===== config.mk =====
export PLATFORM = sky130hd
export DESIGN_NAME = vzcm_out_fifo
export DESIGN_NICKNAME = d
export VERILOG_FILES = /design/src/design/volume_zero_crossing_marker_macros.svh /design/src/design/vzcm_pkg.sv /design/src/design/vzcm_out_fifo.sv
export SDC_FILE = /design/constraint.sdc
export NUM_CORES = 1
export LEC_CHECK = 0
export BUFFER_PORTS_ARGS = -buffer_cell sky130_fd_sc_hd__buf_4
export CORE_MARGIN = 10
export CORE_UTILIZATION = 50
export CTS_CLUSTER_DIAMETER = 30
export DETAILED_ROUTE_END_ITERATION = 12
export GPL_ROUTABILITY_DRIVEN = 0
export PLACE_DENSITY = 0.82
export SYNTH_ARGS = -nofsm -noshare
export SYNTH_HDL_FRONTEND = slang
export SYNTH_SLANG_ARGS = --single-unit

===== constraint.sdc =====
create_clock -name clk -period 2.6 [get_ports clk]
set_input_delay 0.26 -clock clk [delete_from_list [all_inputs] [get_ports clk]]
set_output_delay 0.26 -clock clk [all_outputs]
set_load 0.005 [all_outputs]

===== src/design/volume_zero_crossing_marker_macros.svh =====
// assertion macros shared by the zero-crossing marker
`ifndef VOLUME_ZERO_CROSSING_MARKER_MACROS_SVH
`define VOLUME_ZERO_CROSSING_MARKER_MACROS_SVH

// same-cycle implication, clocked on clk, off while arst_n is low
`define VZCM_ASSERT_NOW(lbl, ante, cons, msg) \
	lbl: assert property (@(posedge clk) disable iff (!arst_n) (ante) |-> (cons)) \
		else $error(msg);

// next-cycle implication, clocked on clk, off while arst_n is low
`define VZCM_ASSERT_NEXT(lbl, ante, cons, msg) \
	lbl: assert property (@(posedge clk) disable iff (!arst_n) (ante) |=> (cons)) \
		else $error(msg);

`endif


===== src/design/vzcm_pkg.sv =====
// shared types, codes and helpers of the zero-crossing marker
`default_nettype none

package vzcm_pkg;

	// request commands
	localparam logic CMD_PUSH  = 1'b0;
	localparam logic CMD_FLUSH = 1'b1;

	// configuration register indexes
	localparam int CFG_INDEX_W = 2;
	localparam int CFG_DATA_W  = 11;
	localparam logic [CFG_INDEX_W-1:0] REG_VOL_WIDTH    = 2'd0;
	localparam logic [CFG_INDEX_W-1:0] REG_VOL_HEIGHT   = 2'd1;
	localparam logic [CFG_INDEX_W-1:0] REG_VOL_DEPTH    = 2'd2;
	localparam logic [CFG_INDEX_W-1:0] REG_THREE_D_MODE = 2'd3;

	// result levels
	localparam logic signed [1:0] LEVEL_NEG   = -2'sd1;
	localparam logic signed [1:0] LEVEL_CROSS = 2'sd0;
	localparam logic signed [1:0] LEVEL_POS   = 2'sd1;

	// output queue sizing
	localparam int OUT_DEPTH = 4;
	localparam int OUT_PTR_W = 2;
	localparam int OUT_CNT_W = 3;

	typedef logic signed [15:0] sample_t;

	// per-request window control
	typedef struct packed {
		logic adv;
		logic push;
	} win_ctl_t;

	// centre voxel and its six neighbours
	typedef struct packed {
		sample_t c;
		sample_t xm;
		sample_t xp;
		sample_t ym;
		sample_t yp;
		sample_t zm;
		sample_t zp;
	} nbr_t;

	// where the emitted voxel sits in the volume
	typedef struct packed {
		logic x_lo;
		logic x_hi;
		logic y_lo;
		logic y_hi;
		logic z_lo;
		logic z_hi;
		logic last;
	} pos_t;

	typedef struct packed {
		logic signed [1:0] level;
		logic              last;
	} res_t;

	// does neighbour n mark the crossing of the pair with centre c
	function automatic logic nb_mark(input sample_t c, input sample_t n, input logic upper);
		logic signed [16:0] sum;
		logic c_pos;
		logic n_pos;
		c_pos = c > 16'sd0;
		n_pos = n > 16'sd0;
		sum = $signed({c[15], c}) + $signed({n[15], n});
		if (c_pos == n_pos) begin
			return 1'b0;
		end
		if (c_pos) begin
			return upper ? (sum <= 17'sd0) : (sum < 17'sd0);
		end
		return upper ? (sum >= 17'sd0) : (sum > 17'sd0);
	endfunction

endpackage

`default_nettype wire


===== src/design/vzcm_out_fifo.sv =====
// small result queue in front of the master stream port
`default_nettype none

module vzcm_out_fifo (
	input  wire logic                               clk,
	input  wire logic                               arst_n,
	input  wire logic                               wr_valid,
	input  vzcm_pkg::res_t                          wr_data,
	output logic                                    rd_valid,
	input  wire logic                               rd_ready,
	output vzcm_pkg::res_t                          rd_data,
	output logic [vzcm_pkg::OUT_CNT_W-1:0]          count
);

	vzcm_pkg::res_t                   mem_q [vzcm_pkg::OUT_DEPTH];
	logic [vzcm_pkg::OUT_PTR_W-1:0]   wr_ptr_q;
	logic [vzcm_pkg::OUT_PTR_W-1:0]   rd_ptr_q;
	logic [vzcm_pkg::OUT_CNT_W-1:0]   cnt_q;
	logic                             pop;

	assign rd_valid = cnt_q != '0;
	assign pop      = rd_valid && rd_ready;
	assign rd_data  = mem_q[rd_ptr_q];
	assign count    = cnt_q;

	// entry storage
	always_ff @(posedge clk) begin
		if (wr_valid) begin
			mem_q[wr_ptr_q] <= wr_data;
		end
	end

	// pointers and fill level
	always_ff @(posedge clk or negedge arst_n) begin
		if (!arst_n) begin
			wr_ptr_q <= '0;
			rd_ptr_q <= '0;
			cnt_q    <= '0;
		end else begin
			if (wr_valid) begin
				wr_ptr_q <= wr_ptr_q + vzcm_pkg::OUT_PTR_W'(1);
			end
			if (pop) begin
				rd_ptr_q <= rd_ptr_q + vzcm_pkg::OUT_PTR_W'(1);
			end
			if (wr_valid && !pop) begin
				cnt_q <= cnt_q + vzcm_pkg::OUT_CNT_W'(1);
			end else if (pop && !wr_valid) begin
				cnt_q <= cnt_q - vzcm_pkg::OUT_CNT_W'(1);
			end
		end
	end

endmodule

`default_nettype wire


==> impl_metrics.csv <==
group,metric,value,unit
cts,clkTransAtPathRegs,0.11,ns
logic_synthesis,synthCells,49,
worst_setup_path,path_max_fanout,4,
global_routing,grt.total_usage,8.07,%
global_routing,grt_pass1_vias,455,
sta,grt_setup_unrepaired,"false",
sta,max_slew_margin,80.1,%
logic_synthesis,syn_avg_cell_area,17.1,um2
logic_synthesis,yosysWarnings,0,
die,placementRows,14,
sta,finalHoldViolCount,0,
finish,fin_area,986,um2
route,route.detailed.drc,0,
finish,fin_cells,82,
route,wire_per_inst,14.9,um
sta,fin_tns_setup,0,ns
die,num_io_pins,14,
finish,nets,80,
sta,setup_viol,0,
logic_synthesis,ys_ff_latch,19,
sta,worst_pin_slew,0.299,ns
cts,clock_latency,0.29,ns
route,finalWirelength,1220,um
die,die_area,3710,um2
logic_synthesis,syn_area,836,um2
sta,setup_slack,0.548,ns
job,cap_violations,0,
placed_design,post-place-cells,77,
worst_setup_path,worst-setup-path-type,"flip-flop to flip-flop",
cts,cts_resized,0,
placed_design,port_buffers,13,
global_routing,grt_max_degree,12,
placed_design,pre_cts_slack,0.561,ns
cts,cts_root_buf,"clkbuf_4",
sta,max_freq,0.487,GHz
die,start_util,54.2,%
global_routing,grt_pass1_wl,2140,um
route,detail_route.first_pass.iterations,2,
logic_synthesis,syn_nets,62,
die,core_area,1540,um2
die,die_height,60.9,um
route,vias_per_cell,5.20,
finish,most-common-layout-cells,"buf_4, edfxtp_1, dfrtp_1",
cts,h-tree-depth,1,
logic_synthesis,yosysUniqueCellTypes,17,
route,ant_nets,0,
worst_setup_path,end_kind,"flip-flop",
cts,cts_num_sinks,19,
power,p_per_area,1030,nW/um2
finish,final_common_cell,"buf_4",
route,vias,426,
global_routing,grt-ovfl-total,0,
sta,skew,0.00506,ns
sta,drv_slew,0,
finish,drive_above_1_share,36.4,%
worst_setup_path,critPathArrivalTime,2.27,ns
global_routing,antenna_found_initial,0,
die,dieWidth,60.9,um
hold_path,hold_path.class,"primary input to flip-flop",
finish,n_antenna_cell,0,
power,leakagePower,0.407,nW
finish,area_growth,18.0,%
placed_design,place_area,948,um2
worst_setup_path,required,2.82,ns
sta,finalCritPeriodShare,78.9,%
route,drt-initial-drc-count,3,
sta,period_needed,2.05,ns
outcome,status,"finished clean",
logic_synthesis,synth.yosys.seq_area_share,64.1,%
power,ir_drop,0.543,mV
cts,post_cts_buffers,0,
cts,clock_path_buffers,2,
worst_setup_path,worstSetupStartpointType,"flip-flop",
cts,cts_buffers,3,
cts,cts_tree,"built",
-- what timing repair did --
action | in CTS | in global routing
hold buffers | 1 | 0
endpoints found under the setup margin | 0 | 0
endpoints found under the hold margin | 7 | 0
-- layout make-up --
cell class	instances	area, um2
Clock buffer	3	22.5
Multi-Input combinational cell	26	284
Clock inverter	1	5.00
Inverter	3	11.3
Timing Repair Buffer	14	108
Fill cell	117	556
Sequential cell	19	536
Tap cell	16	20.0
-- cell usage after synthesis --
library cell / number / area (um2)
and2_1: 4 / 25.0
buf_2: 1 / 5.00
dfrtp_1: 7 / 175
edfxtp_1: 12 / 360
fa_1: 1 / 20.0
ha_1: 5 / 62.6
inv_1: 3 / 11.3
mux2_2: 1 / 11.3
mux4_2: 3 / 67.6
nand2_1: 1 / 3.75
nand2_4: 1 / 11.3
nand3_2: 1 / 10.0
nor2_1: 1 / 3.75
o21ai_0: 1 / 5.00
or3_4: 1 / 11.3
xnor2_1: 3 / 26.3
xor2_1: 3 / 26.3
-- routing by layer --
metal / up-vias / part of all wire (%) / GRT usage (%)
met5: - / 0 / 0
met4: 0 / 2.3 / 7.52
met3: 2 / 2.8 / 2.09
met2: 6 / 49 / 11.5
met1: 210 / 46 / 9.62
li1: 208 / - / -
-- worst max-delay path: stages (launching register included) --
cell,delay (ns)
dfrtp_1,0.45
or3_4,0.44
nand2_4,0.09
ha_1,0.17
inv_1,0.06
fa_1,0.37
xor2_1,0.15
nor2_1,0.11
xor2_1,0.15
-- registers in the layout, indices dropped and copies added (netlist names) --
| signal | flops |
|---|---|
| mem_q | 12 |
| count | 3 |
| rd_ptr_q | 2 |
| wr_ptr_q | 2 |
-- cells by family (layout without fill, tap and decap cells) --
logic type | after synthesis | count (layout) | synth area share, %
fa+ha+maj | 6 | 6 | 9.88
simple gates | 9 | 9 | 7.78
compound gates | 1 | 1 | 0.598
buf+inv | 4 | 21 | 1.95
flops | 19 | 19 | 64.1
xor+xnor | 6 | 6 | 6.29
mux | 4 | 4 | 9.43
-- through the flow --
stage	util (%)	hold WS [ns]	total power [mW]
after detailed placement	61.5	0.0781	0.889
after global placement	61.5	0.0767	0.877
after CTS	64.0	0.147	1.04
after global routing	64.0	0.132	1.10
after floorplan	-	-0.0356	0.733
final	64.0	0.159	1.02
-- power by group --
part           switching [mW]  total, mW  internal [mW]  leakage [nW]
registers              0.0897      0.508          0.419         0.192
clock network          0.0901      0.147         0.0572        0.0177
logic                   0.137      0.360          0.223         0.197
total                   0.317       1.02          0.699         0.407
-- worst paths after layout --
| path | from | endpoint | slack, ns | cells after the start |
|---|---|---|---|---|
| max in group asynchronous | arst_n | count[0] | 2.18 | 2 |
| min reg2reg | count[2] | count[2] | 0.51 | 1 |
| max | count[0] | count[2] | 0.55 | 8 |
| min in group asynchronous | arst_n | rd_ptr_q[0] | 0.30 | 2 |
| min | wr_data[2] | mem_q[2][2] | 0.16 | 1 |
| max reg2reg | count[0] | count[2] | 0.55 | 8 |
No activity file was read; power rests on OpenSTA's default activity.
